[src/sv/pcorr_pkg.sv]
// Shared types, codes and widths for the Pearson correlation block.
`default_nettype none
package pcorr_pkg;

  localparam int SUM_W  = 24;
  localparam int SQ_W   = 40;
  localparam int DIF_W  = 49;
  localparam int MAG_W  = 48;
  localparam int PROD_W = 96;
  localparam int QUO_W  = 29;
  localparam int ROOT_W = 15;
  localparam int REM_W  = 17;

  localparam logic [4:0] DIV_STEPS  = 5'd29;
  localparam logic [4:0] SQRT_STEPS = 5'd15;

  localparam logic [1:0] ST_OK     = 2'd0;
  localparam logic [1:0] ST_ZERO   = 2'd1;
  localparam logic [1:0] ST_ABSENT = 2'd2;

  // product schedule
  localparam logic [2:0] MS_NSXY = 3'd0;
  localparam logic [2:0] MS_SXSY = 3'd1;
  localparam logic [2:0] MS_NSXX = 3'd2;
  localparam logic [2:0] MS_SXSX = 3'd3;
  localparam logic [2:0] MS_NSYY = 3'd4;
  localparam logic [2:0] MS_SYSY = 3'd5;
  localparam logic [2:0] MS_NUM2 = 3'd6;
  localparam logic [2:0] MS_VXVY = 3'd7;

  typedef struct packed {
    logic signed [15:0] x_sample;
    logic signed [15:0] y_sample;
    logic               vector_absent;
    logic               last_element;
  } in_t;

  typedef struct packed {
    logic signed [15:0] correlation;
    logic [1:0]         status;
  } out_t;

  typedef enum logic [2:0] {
    S_IDLE, S_MUL_START, S_MUL_RUN, S_DIV, S_SQRT, S_DONE
  } state_t;

  typedef struct packed {
    logic       accept;
    logic       mul_start;
    logic [2:0] sel;
    logic       div_step;
    logic       sqrt_step;
    logic       first;
    logic       finish;
  } cmd_t;

  typedef struct packed {
    logic mul_done;
    logic out_free;
  } sts_t;

endpackage
`default_nettype wire

[src/sv/pcorr_mul.sv]
// Shift-add multiplier, one operand bit per cycle.
`default_nettype none
module pcorr_mul (
  input  wire logic                         clk,
  input  wire logic                         rst_n,
  input  wire logic                         start,
  input  wire logic [pcorr_pkg::MAG_W-1:0]  a,
  input  wire logic [pcorr_pkg::MAG_W-1:0]  b,
  output logic                              done,
  output logic [pcorr_pkg::PROD_W-1:0]      product
);
  import pcorr_pkg::*;

  logic [MAG_W-1:0] a_r, hi_r, lo_r, hi_nxt, lo_nxt;
  logic [5:0]       cnt_r;
  logic             busy_r, done_r;
  logic [MAG_W:0]   sum;

  always_comb begin
    sum    = {1'b0, hi_r} + (lo_r[0] ? {1'b0, a_r} : '0);
    hi_nxt = sum[MAG_W:1];
    lo_nxt = {sum[0], lo_r[MAG_W-1:1]};
  end

  always_ff @(posedge clk) begin
    if (!rst_n) begin
      busy_r <= 1'b0;
      done_r <= 1'b0;
      cnt_r  <= '0;
    end else begin
      done_r <= 1'b0;
      if (start) begin
        busy_r <= 1'b1;
        cnt_r  <= '0;
      end else if (busy_r) begin
        cnt_r <= cnt_r + 6'd1;
        if (cnt_r == 6'(MAG_W - 1)) begin
          busy_r <= 1'b0;
          done_r <= 1'b1;
        end
      end
    end
  end

  always_ff @(posedge clk) begin
    if (start) begin
      a_r  <= a;
      hi_r <= '0;
      lo_r <= b;
    end else if (busy_r) begin
      hi_r <= hi_nxt;
      lo_r <= lo_nxt;
    end
  end

  assign done    = done_r;
  assign product = {hi_r, lo_r};
endmodule
`default_nettype wire

[src/sv/pcorr_dp.sv]
// Datapath: accumulators, product scheduling, divider, square root, output register.
`default_nettype none
module pcorr_dp #(
  parameter int MAX_ELEMENTS = 256,
  parameter int CNT_W        = 9
) (
  input  wire logic              clk,
  input  wire logic              rst_n,
  input  wire pcorr_pkg::cmd_t   cmd,
  output pcorr_pkg::sts_t        sts,
  input  wire pcorr_pkg::in_t    in_data,
  output logic                   out_valid,
  input  wire logic              out_stall,
  output pcorr_pkg::out_t        out_data
);
  import pcorr_pkg::*;

  logic [CNT_W-1:0]        cnt_r;
  logic signed [SUM_W-1:0] sx_r, sy_r;
  logic signed [SQ_W-1:0]  sxx_r, syy_r, sxy_r;
  logic                    absent_r;

  logic signed [DIF_W-1:0]  t1_r, num_r, vx_r, vy_r;
  logic [PROD_W-1:0]        n2_r, p_r;
  logic [PROD_W:0]          rem_r, rem_sh;
  logic [QUO_W-1:0]         q_r, q_base;
  logic [29:0]              src_r, src_cur;
  logic [ROOT_W-1:0]        root_r, root_cur;
  logic [REM_W-1:0]         srem_r, srem_cur;
  logic [REM_W+1:0]         srem_sh, trial;

  logic                     out_valid_r;
  out_t                     out_r;

  logic signed [DIF_W-1:0]  opa, opb;
  logic [MAG_W-1:0]         mag_a, mag_b;
  logic                     neg;
  logic                     mul_done;
  logic [PROD_W-1:0]        prod_u;
  logic signed [PROD_W:0]   prod_s, diff;
  logic signed [DIF_W-1:0]  n_ext;
  logic signed [31:0]       xx, yy, xy;
  logic [1:0]               st;

  assign n_ext = DIF_W'($signed({1'b0, cnt_r}));
  assign xx    = in_data.x_sample * in_data.x_sample;
  assign yy    = in_data.y_sample * in_data.y_sample;
  assign xy    = in_data.x_sample * in_data.y_sample;

  always_comb begin
    case (cmd.sel)
      MS_NSXY: begin opa = n_ext;            opb = DIF_W'(sxy_r); end
      MS_SXSY: begin opa = DIF_W'(sx_r);     opb = DIF_W'(sy_r);  end
      MS_NSXX: begin opa = n_ext;            opb = DIF_W'(sxx_r); end
      MS_SXSX: begin opa = DIF_W'(sx_r);     opb = DIF_W'(sx_r);  end
      MS_NSYY: begin opa = n_ext;            opb = DIF_W'(syy_r); end
      MS_SYSY: begin opa = DIF_W'(sy_r);     opb = DIF_W'(sy_r);  end
      MS_NUM2: begin opa = num_r;            opb = num_r;         end
      MS_VXVY: begin opa = vx_r;             opb = vy_r;          end
      default: begin opa = '0;               opb = '0;            end
    endcase
    mag_a = opa[DIF_W-1] ? MAG_W'(-opa) : opa[MAG_W-1:0];
    mag_b = opb[DIF_W-1] ? MAG_W'(-opb) : opb[MAG_W-1:0];
    neg   = opa[DIF_W-1] ^ opb[DIF_W-1];
  end

  pcorr_mul u_mul (
    .clk     (clk),
    .rst_n   (rst_n),
    .start   (cmd.mul_start),
    .a       (mag_a),
    .b       (mag_b),
    .done    (mul_done),
    .product (prod_u)
  );

  always_comb begin
    prod_s = neg ? -$signed({1'b0, prod_u}) : $signed({1'b0, prod_u});
    diff   = (PROD_W+1)'(t1_r) - prod_s;
    // divider: first step compares the bare numerator, later ones shift in a zero
    rem_sh = cmd.first ? {1'b0, n2_r} : {rem_r[PROD_W-1:0], 1'b0};
    q_base = cmd.first ? '0 : q_r;
    // square root, two radicand bits per step
    src_cur  = cmd.first ? {1'b0, q_r} : src_r;
    root_cur = cmd.first ? '0 : root_r;
    srem_cur = cmd.first ? '0 : srem_r;
    srem_sh  = {srem_cur, src_cur[29:28]};
    trial    = (REM_W+2)'({root_cur, 2'b01});
    if (absent_r)                   st = ST_ABSENT;
    else if (vx_r <= 0 || vy_r <= 0) st = ST_ZERO;
    else                            st = ST_OK;
  end

  always_ff @(posedge clk) begin
    if (!rst_n) begin
      cnt_r    <= '0;
      sx_r     <= '0;
      sy_r     <= '0;
      sxx_r    <= '0;
      syy_r    <= '0;
      sxy_r    <= '0;
      absent_r <= 1'b0;
    end else if (cmd.finish) begin
      cnt_r    <= '0;
      sx_r     <= '0;
      sy_r     <= '0;
      sxx_r    <= '0;
      syy_r    <= '0;
      sxy_r    <= '0;
      absent_r <= 1'b0;
    end else if (cmd.accept) begin
      if (in_data.vector_absent) absent_r <= 1'b1;
      if (cnt_r < CNT_W'(MAX_ELEMENTS)) begin
        cnt_r <= cnt_r + CNT_W'(1);
        sx_r  <= sx_r + SUM_W'(in_data.x_sample);
        sy_r  <= sy_r + SUM_W'(in_data.y_sample);
        sxx_r <= sxx_r + SQ_W'(xx);
        syy_r <= syy_r + SQ_W'(yy);
        sxy_r <= sxy_r + SQ_W'(xy);
      end
    end
  end

  always_ff @(posedge clk) begin
    if (mul_done) begin
      case (cmd.sel)
        MS_NSXY, MS_NSXX, MS_NSYY: t1_r <= DIF_W'(prod_s);
        MS_SXSY: num_r <= DIF_W'(diff);
        MS_SXSX: vx_r  <= DIF_W'(diff);
        MS_SYSY: vy_r  <= DIF_W'(diff);
        MS_NUM2: n2_r  <= prod_u;
        MS_VXVY: p_r   <= prod_u;
        default: t1_r  <= t1_r;
      endcase
    end
    if (cmd.div_step) begin
      if (rem_sh >= {1'b0, p_r}) begin
        rem_r <= rem_sh - {1'b0, p_r};
        q_r   <= {q_base[QUO_W-2:0], 1'b1};
      end else begin
        rem_r <= rem_sh;
        q_r   <= {q_base[QUO_W-2:0], 1'b0};
      end
    end
    if (cmd.sqrt_step) begin
      src_r <= {src_cur[27:0], 2'b00};
      if (srem_sh >= trial) begin
        srem_r <= REM_W'(srem_sh - trial);
        root_r <= {root_cur[ROOT_W-2:0], 1'b1};
      end else begin
        srem_r <= REM_W'(srem_sh);
        root_r <= {root_cur[ROOT_W-2:0], 1'b0};
      end
    end
    if (cmd.finish) begin
      out_r.status      <= st;
      out_r.correlation <= (st != ST_OK) ? '0 :
                           num_r[DIF_W-1] ? -$signed({1'b0, root_r}) :
                           $signed({1'b0, root_r});
    end
  end

  always_ff @(posedge clk) begin
    if (!rst_n)           out_valid_r <= 1'b0;
    else if (cmd.finish)  out_valid_r <= 1'b1;
    else if (!out_stall)  out_valid_r <= 1'b0;
  end

  assign sts.mul_done = mul_done;
  assign sts.out_free = !out_valid_r || !out_stall;
  assign out_valid    = out_valid_r;
  assign out_data     = out_r;
endmodule
`default_nettype wire

[src/sv/pcorr_ctrl.sv]
// Controller: sequences accumulation, the product schedule, divide and square root.
`default_nettype none
module pcorr_ctrl (
  input  wire logic             clk,
  input  wire logic             rst_n,
  input  wire logic             in_valid,
  input  wire logic             in_last,
  output logic                  in_stall,
  output pcorr_pkg::cmd_t       cmd,
  input  wire pcorr_pkg::sts_t  sts
);
  import pcorr_pkg::*;

  state_t     state_r, state_nxt;
  logic [2:0] idx_r, idx_nxt;
  logic [4:0] cnt_r, cnt_nxt;

  always_comb begin
    state_nxt = state_r;
    idx_nxt   = idx_r;
    cnt_nxt   = cnt_r;
    case (state_r)
      S_IDLE: begin
        idx_nxt = MS_NSXY;
        if (in_valid && in_last) state_nxt = S_MUL_START;
      end
      S_MUL_START: state_nxt = S_MUL_RUN;
      S_MUL_RUN: begin
        if (sts.mul_done) begin
          cnt_nxt = '0;
          if (idx_r == MS_VXVY) begin
            state_nxt = S_DIV;
          end else begin
            idx_nxt   = idx_r + 3'd1;
            state_nxt = S_MUL_START;
          end
        end
      end
      S_DIV: begin
        if (cnt_r == DIV_STEPS - 5'd1) begin
          cnt_nxt   = '0;
          state_nxt = S_SQRT;
        end else begin
          cnt_nxt = cnt_r + 5'd1;
        end
      end
      S_SQRT: begin
        if (cnt_r == SQRT_STEPS - 5'd1) state_nxt = S_DONE;
        else                            cnt_nxt   = cnt_r + 5'd1;
      end
      S_DONE: if (sts.out_free) state_nxt = S_IDLE;
      default: state_nxt = S_IDLE;
    endcase
  end

  always_comb begin
    cmd           = '0;
    cmd.sel       = idx_r;
    cmd.first     = (cnt_r == 5'd0);
    cmd.accept    = (state_r == S_IDLE) && in_valid;
    cmd.mul_start = (state_r == S_MUL_START);
    cmd.div_step  = (state_r == S_DIV);
    cmd.sqrt_step = (state_r == S_SQRT);
    cmd.finish    = (state_r == S_DONE) && sts.out_free;
    in_stall      = (state_r != S_IDLE);
  end

  always_ff @(posedge clk) begin
    if (!rst_n) begin
      state_r <= S_IDLE;
      idx_r   <= '0;
      cnt_r   <= '0;
    end else begin
      state_r <= state_nxt;
      idx_r   <= idx_nxt;
      cnt_r   <= cnt_nxt;
    end
  end
endmodule
`default_nettype wire

[src/sv/pearson_correlation.sv]
// Pearson correlation of paired Q8.8 sample streams, result in Q1.14.
// Input channel: one (x, y) pair per item with vector_absent and last_element
// flags. Pairs are accepted one per cycle while the block is idle; pairs past
// MAX_ELEMENTS are dropped from the sums.
// The item flagged last starts the result computation: eight 48x48 products on
// one shift-add multiplier, a 29-step restoring divide and a 15-step square
// root; the result register loads once all of these have finished, and
// in_stall stays high from the last item until that load.
// Output channel: one item per vector, correlation and status (0 ok, 1 zero
// variance, 2 vector absent). The output register frees the input side: new
// pairs are accepted while a result waits; a second result waits in the
// controller until the first has been taken. A stalled result holds.
// Reset (rst_n low at a clock edge) clears accumulators, controller and output valid.
`default_nettype none
module pearson_correlation #(
  parameter int MAX_ELEMENTS = 256
) (
  input  wire logic              clk,
  input  wire logic              rst_n,
  input  wire logic              in_valid,
  output logic                   in_stall,
  input  wire pcorr_pkg::in_t    in_data,
  output logic                   out_valid,
  input  wire logic              out_stall,
  output pcorr_pkg::out_t        out_data
);
  import pcorr_pkg::*;

  localparam int CNT_W = $clog2(MAX_ELEMENTS + 1);

  cmd_t cmd;
  sts_t sts;

  pcorr_ctrl u_ctrl (
    .clk      (clk),
    .rst_n    (rst_n),
    .in_valid (in_valid),
    .in_last  (in_data.last_element),
    .in_stall (in_stall),
    .cmd      (cmd),
    .sts      (sts)
  );

  pcorr_dp #(
    .MAX_ELEMENTS (MAX_ELEMENTS),
    .CNT_W        (CNT_W)
  ) u_dp (
    .clk       (clk),
    .rst_n     (rst_n),
    .cmd       (cmd),
    .sts       (sts),
    .in_data   (in_data),
    .out_valid (out_valid),
    .out_stall (out_stall),
    .out_data  (out_data)
  );
endmodule
`default_nettype wire
[config.mk]
export PLATFORM = sky130hd
export DESIGN_NAME = pearson_correlation
export DESIGN_NICKNAME = d
export VERILOG_FILES = /design/src/sv/pcorr_pkg.sv /design/src/sv/pcorr_mul.sv /design/src/sv/pcorr_dp.sv /design/src/sv/pcorr_ctrl.sv /design/src/sv/pearson_correlation.sv
export SDC_FILE = /design/constraint.sdc
export NUM_CORES = 2
export LEC_CHECK = 0
export BUFFER_PORTS_ARGS = -buffer_cell sky130_fd_sc_hd__buf_2
export CORE_ASPECT_RATIO = 0.8
export CORE_MARGIN = 2
export CORE_UTILIZATION = 35
export CTS_BUF_LIST = sky130_fd_sc_hd__clkbuf_4
export CTS_CLUSTER_SIZE = 30
export DETAILED_ROUTE_END_ITERATION = 6
export GPL_ROUTABILITY_DRIVEN = 0
export SLEW_MARGIN = 20
export SYNTH_ARGS = -nofsm -noshare
export SYNTH_HDL_FRONTEND = slang
export SYNTH_SLANG_ARGS = --single-unit
export TNS_END_PERCENT = 100
[constraint.sdc]
create_clock -name clk -period 15.9 [get_ports clk]
set_input_delay 3.18 -clock clk [delete_from_list [all_inputs] [get_ports clk]]
set_output_delay 3.18 -clock clk [all_outputs]
set_load 0.05 [all_outputs]
Yosys cells after proc, flatten, opt, wreduce, memory -nomap -nowiden
Cells that the tools add are included.
Widths: inputs -> output; s select.
- bits in registers: 933
- input port bits: 38
- output and inout bits: 20
- logic and storage cells: 157
- add/sub/neg operators: 17
- multipliers: 3
- order comparisons: 5
- equality and inequality tests: 23
- mux-type cells: 40
- bitwise operators: 4
- reduce and logical (&&, ||, !) cells: 33
- operators by type and width (kind ; number):
    $pmux 49 s7 ; 1
    $pmux 49 s5 ; 1
    $mux 48 ; 5
    $add 40x32->40 ; 3
    $le 49x1->1 const B ; 2
    $ge 97x96->1 ; 1
    $mux 97 ; 1
    $mul 16x16->32 ; 3
    $mux 96 ; 1
    $neg 48->48 ; 2
    $sub 96x96->96 ; 1
    $add 48x48->49 ; 1
    $mux 49 ; 1
    $neg 49->49 ; 1
    $sub 49x49->49 ; 1
    $add 24x16->24 ; 2
    $mux 17 ; 2
    $mux 15 ; 2
    $mux 30 ; 1
    $mux 28 ; 1
    $mux 3 ; 7
    $ge 19x17->1 ; 1
    $eq 3x3->1 const B ; 6
    $pmux 3 s6 ; 1
    other kinds (33) ; 77

Logic depth before layout (Yosys ltp)
- depth in word-level cells: 6
- depth in mapped cells: 29
- mapped depth without buffers: 26

By module
A second synthesis with hierarchy kept.
- cells, all modules: 9470
- area, all modules: 90177.7 um2
- modules (own cells, without submodules) (module ; times used ; cells an instance ; area an instance (um2)):
    pcorr_dp ; 1 ; 8580 ; 81061.5
    pcorr_mul ; 1 ; 810 ; 8393.0
    pcorr_ctrl ; 1 ; 80 ; 723.2

Least setup slack after synthesis
OpenSTA, ideal clock, no wires.
- kind: input -> register
- start point: input port in_data[17] in the netlist's numbering
- end point: register u_dp.syy_r[39]
- arrival: 9.981 ns
- data required time: 15.783 ns
- path slack: 5.802 ns
- stages: 26
- buffers on the path: 3
- path through: clkbuf_1 -> inv_1 -> clkbuf_1 -> buf_1 -> nor2_1 -> fa_1 -> inv_1 -> fa_1 -> inv_1 -> fa_1 -> inv_1 -> fa_1 -> inv_1 -> fa_1 -> inv_1 -> fa_1 -> inv_1 -> ha_1 -> a21o_1 -> a21o_1 -> a21oi_1 -> o21ai_0 -> a211o_1 -> o311a_1 -> or3_1 -> a32o_1
- word-level cells in the longest chain between the ends: 2
- RTL lines (item ; RTL line ; text):
    start, declared ; pearson_correlation.sv:22 ; input wire pcorr_pkg::in_t in_data,
    $mul 16x16->32 ; pcorr_dp.sv:47 ; assign yy = in_data.y_sample * in_data.y_sample;
    $add 40x32->40 ; pcorr_dp.sv:118 ; syy_r <= syy_r + SQ_W'(yy);
    end signal, assigned ; pcorr_dp.sv:118 ;
    end, declared ; pcorr_dp.sv:20 ; logic signed [SQ_W-1:0] sxx_r, syy_r, sxy_r;
No other way between the ends.
A chain may end at the register's enable or synchronous reset.

Final worst setup path
- start point: input port in_data[12] in the netlist's numbering
- end point: register u_dp.syy_r[39]
Same word-level chain as after synthesis.

==> results.md <==
- Status: completed
- Die Height: between 400 and 500 um
- HPWL Detailed: about 200000 um
- Bufs and invs on worst path: 8
- Final setup violation count: 0
- Number of flops mapped to enable cells by yosys: roughly 690
- Hold path endpoint: u_dp.sxy_r[15]
- Max Cap Violations: 0
- Htree depth: 5
- Reg2Reg Depth: 25
- Hold_buf cts: 0
- Final wirelength: between 200000 and 300000 um
- Overall via count from detail_route: just over 70000
- Aggregate global-route resource usage: between 20% and 30%
- Asr flop ratio synth: 0%
- Crit-path max cell delay: 780 ps
- Worst EP required: 17050 ps
- Unique masters post-synth: a little over 90
- Number of synthesis warnings: 0
- Insertion delay to the later sink of the worst-skew pair: approximately 1300 ps
- Slew HR: between 10% and 20%
- CTS Root Cell: clkbuf_4
- Placed inst area: roughly 0.093 sq mm
- Layout cells sized above 1: under 10%
- Hold Crit Depth: 2
- HP Start: u_dp.sxy_r[15]
- Worst Path Max Fanout: 27
- I/O pin total: between 50 and 60
- Peak Freq: approximately 0.1 GHz
- Vias in the first global route: just over 70000
- Drt initial violations: 7023
- Wire per inst: roughly 20 um
- Area of the die: ~0.26 sq mm
- Largest net degree at the start of global routing: 180
- Slowest stage cell, crit path: clkinv_1
- Largest delay contributor family on the critical path: adder cells
- Critical Path Stages: 26
- FILL cells: approximately 25000
- Synth Instances: between 9000 and 10000
- R2R Path Start: u_ctrl.idx_r[2]
- #FFs+latches synth: slightly above 900
- Initial antenna violation count: 25
- Worst-path clk slew: ~60 ps
- CP endpoint kind: flop
- CTS resizes: 0
- Worst R2R End: u_dp.vx_r[47]
- # rows: between 150 and 200
- Total gr overflow: 0
- CTS tree: done
- Worst endpoint data arrival time: 11320 ps
- CP Class: primary input to flop
- Sequential area share after synthesis: between 20% and 30%
- Startpoint types: primary input
- Clk sinks: slightly above 900
- Setup slack, reg-to-reg: between 7000 and 8000 ps
- Fin. Hold Viols: 0
- Avg Cell Area, Syn: roughly 9.3 sq um
- Pre-antenna DRT Iters: 7
- Main synth FF type: edfxtp_1
- Initial core utilization: 35.2%
- Post-synthesis cell area: between 0.08 and 0.09 sq mm
- Unrepaired setup endpoints after global routing: no
- Die Wd: 568 um
- Layout Skew: roughly 120 ps
- Layout Nets: 11300
- Min Tclk post-route: 10170 ps
- First-pass GRT wire length: around 420000 um
- Max Root-Sink Buffers: 4
- DRC viols: 0
- Setup TNS: 0 ps
- Setup bufs post-CTS: 0
- P&R area growth vs syn: 8.01%
- Finished Cell Area: ~0.096 sq mm
- Worst Tran Pin Value: around 1300 ps
- Via-to-Cell Ratio: roughly 5.3
- Min-Delay Path Class: flop to flop
- Core ar.: roughly 0.25 sq mm
- Pins Over Slew Limit: 0
- Period utilization: ~64%
- CTS Buf Count: ~290
- Post-Syn Nets: between 10000 and 15000
- Port Buffers: between 50 and 60
- Antenna Nets Post-Route: 0
==> final cells by class <==
| type | count | area [sq um] | area share (%) |
|---|---|---|---|
| Timing Repair Buffer | 144 | 963 | 1.00 |
| Clock buffer | 387 | 2910 | 3.02 |
| Inverter | 1501 | 5640 | 5.85 |
| Tap cell | 3340 | 4180 | 4.34 |
| Clock inverter | 93 | 427 | 0.443 |
| Antenna cell | 14 | 35.0 | 0.0364 |
| Sequential cell | 933 | 25600 | 26.5 |
| Multi-Input combinational cell | 6812 | 56600 | 58.8 |
==> cell usage after synthesis, types with 26 or more instances <==
| cell | n | area (sq um) |
|---|---|---|
| a221oi_1 | 54 | 473 |
| a211oi_1 | 63 | 473 |
| buf_1 | 28 | 105 |
| ha_1 | 645 | 8070 |
| xor2_1 | 188 | 1650 |
| nor2_1 | 509 | 1910 |
| nand2b_1 | 55 | 344 |
| clkbuf_1 | 339 | 1270 |
| a21o_1 | 210 | 1580 |
| a21oi_1 | 535 | 2680 |
| o21ai_0 | 454 | 2270 |
| o211ai_1 | 32 | 240 |
| nand2_1 | 1370 | 5140 |
| or3_1 | 50 | 313 |
| nor3_1 | 79 | 395 |
| mux2i_1 | 56 | 561 |
| o21a_1 | 49 | 368 |
| edfxtp_1 | 687 | 20600 |
| dfxtp_1 | 246 | 4920 |
| and2_1 | 277 | 1730 |
| and3_1 | 46 | 288 |
| nand4_1 | 85 | 532 |
| mux2_2 | 26 | 293 |
| nand3_1 | 116 | 581 |
| nor4_1 | 50 | 313 |
| o31ai_1 | 42 | 315 |
| xnor2_1 | 313 | 2740 |
| o21bai_1 | 73 | 548 |
| fa_1 | 935 | 18700 |
| a31oi_1 | 87 | 544 |
| a22oi_1 | 37 | 278 |
| inv_1 | 1491 | 5600 |
| nor2b_1 | 56 | 350 |
==> cell usage in the layout (no fill, tap or decap), types with 244 or more instances in the layout <==
cell type  netlist  layout
a21oi_1        535     534
and2_1         277     274
clkbuf_4         0     387
dfxtp_1        246     244
edfxtp_1       687     687
fa_1           935     933
ha_1           645     644
inv_1         1491    1490
nand2_1       1370    1368
nor2_1         509     503
o21ai_0        454     452
xnor2_1        313     311
==> kinds of logic after synthesis <==
family | share of synthesized area (%)
muxes | 0.957
adders and majority gates | 30.0
xor gates and xnor gates | 4.92
DFF | 28.7
and+or+nand+nor | 14.2
AOI/OAI and AO/OA | 13.2
buffers and inverters | 8.02
==> routing by layer <==
metal	global-route usage, %	vias up	routed length (um)
li1	-	32300	-
met1	29.0	34600	120000
met2	31.2	2966	115000
met3	5.36	587	27400
met4	6.75	18	8450
met5	0	-	115
==> metrics by stage <==
step	util, %	setup WS, ps	hold WS [ps]	cells
after floorplan	-	5800	432	9638
after global placement	36.7	4570	452	12700
after detailed placement	36.7	4550	453	12700
after CTS	38.0	5920	459	13200
after global routing	38.0	5400	486	13200
final	38.1	5730	456	13200
==> sequential cells by signal, indices dropped and copies added (netlist names), 49 cells and up <==
signal      count
u_dp.n2_r      96
u_dp.rem_r     96
u_dp.num_r     49
u_dp.vy_r      49
u_dp.t1_r      49
u_dp.p_r       96
u_dp.vx_r      49
==> how the worst max path moves through the flow <==
| stage | start | end | slack, ps |
|---|---|---|---|
| after global routing | in_data[6] | u_dp.sxy_r[36] | 5400 |
| after CTS | in_data[12] | u_dp.syy_r[39] | 5920 |
| after detailed placement | in_data[12] | u_dp.syy_r[39] | 4550 |
| after floorplan | in_data[17] | u_dp.syy_r[39] | 5800 |
| after global placement | in_data[12] | u_dp.syy_r[39] | 4570 |
| final | in_data[12] | u_dp.syy_r[39] | 5730 |
==> worst register-to-register path: stages, from the launching register on <==
cell	delay, ps
dfxtp_2	800
inv_1	630
ha_1	410
buf_4	250
a22o_1	510
nor3_1	330
buf_4	260
a21o_1	130
buf_4	390
xnor2_1	150
buf_4	210
nor2_1	120
xor2_1	350
inv_1	90
ha_1	360
o21a_1	220
o31a_1	150
o31ai_1	710
a211oi_1	290
o21ai_0	360
o21ai_0	290
a41oi_1	550
o21bai_1	160
a21o_1	240
a221oi_1	310
xnor2_1	260
Power is not shown: default switching activity piles up to over one toggle a cycle in this logic, so the estimate is an artifact.
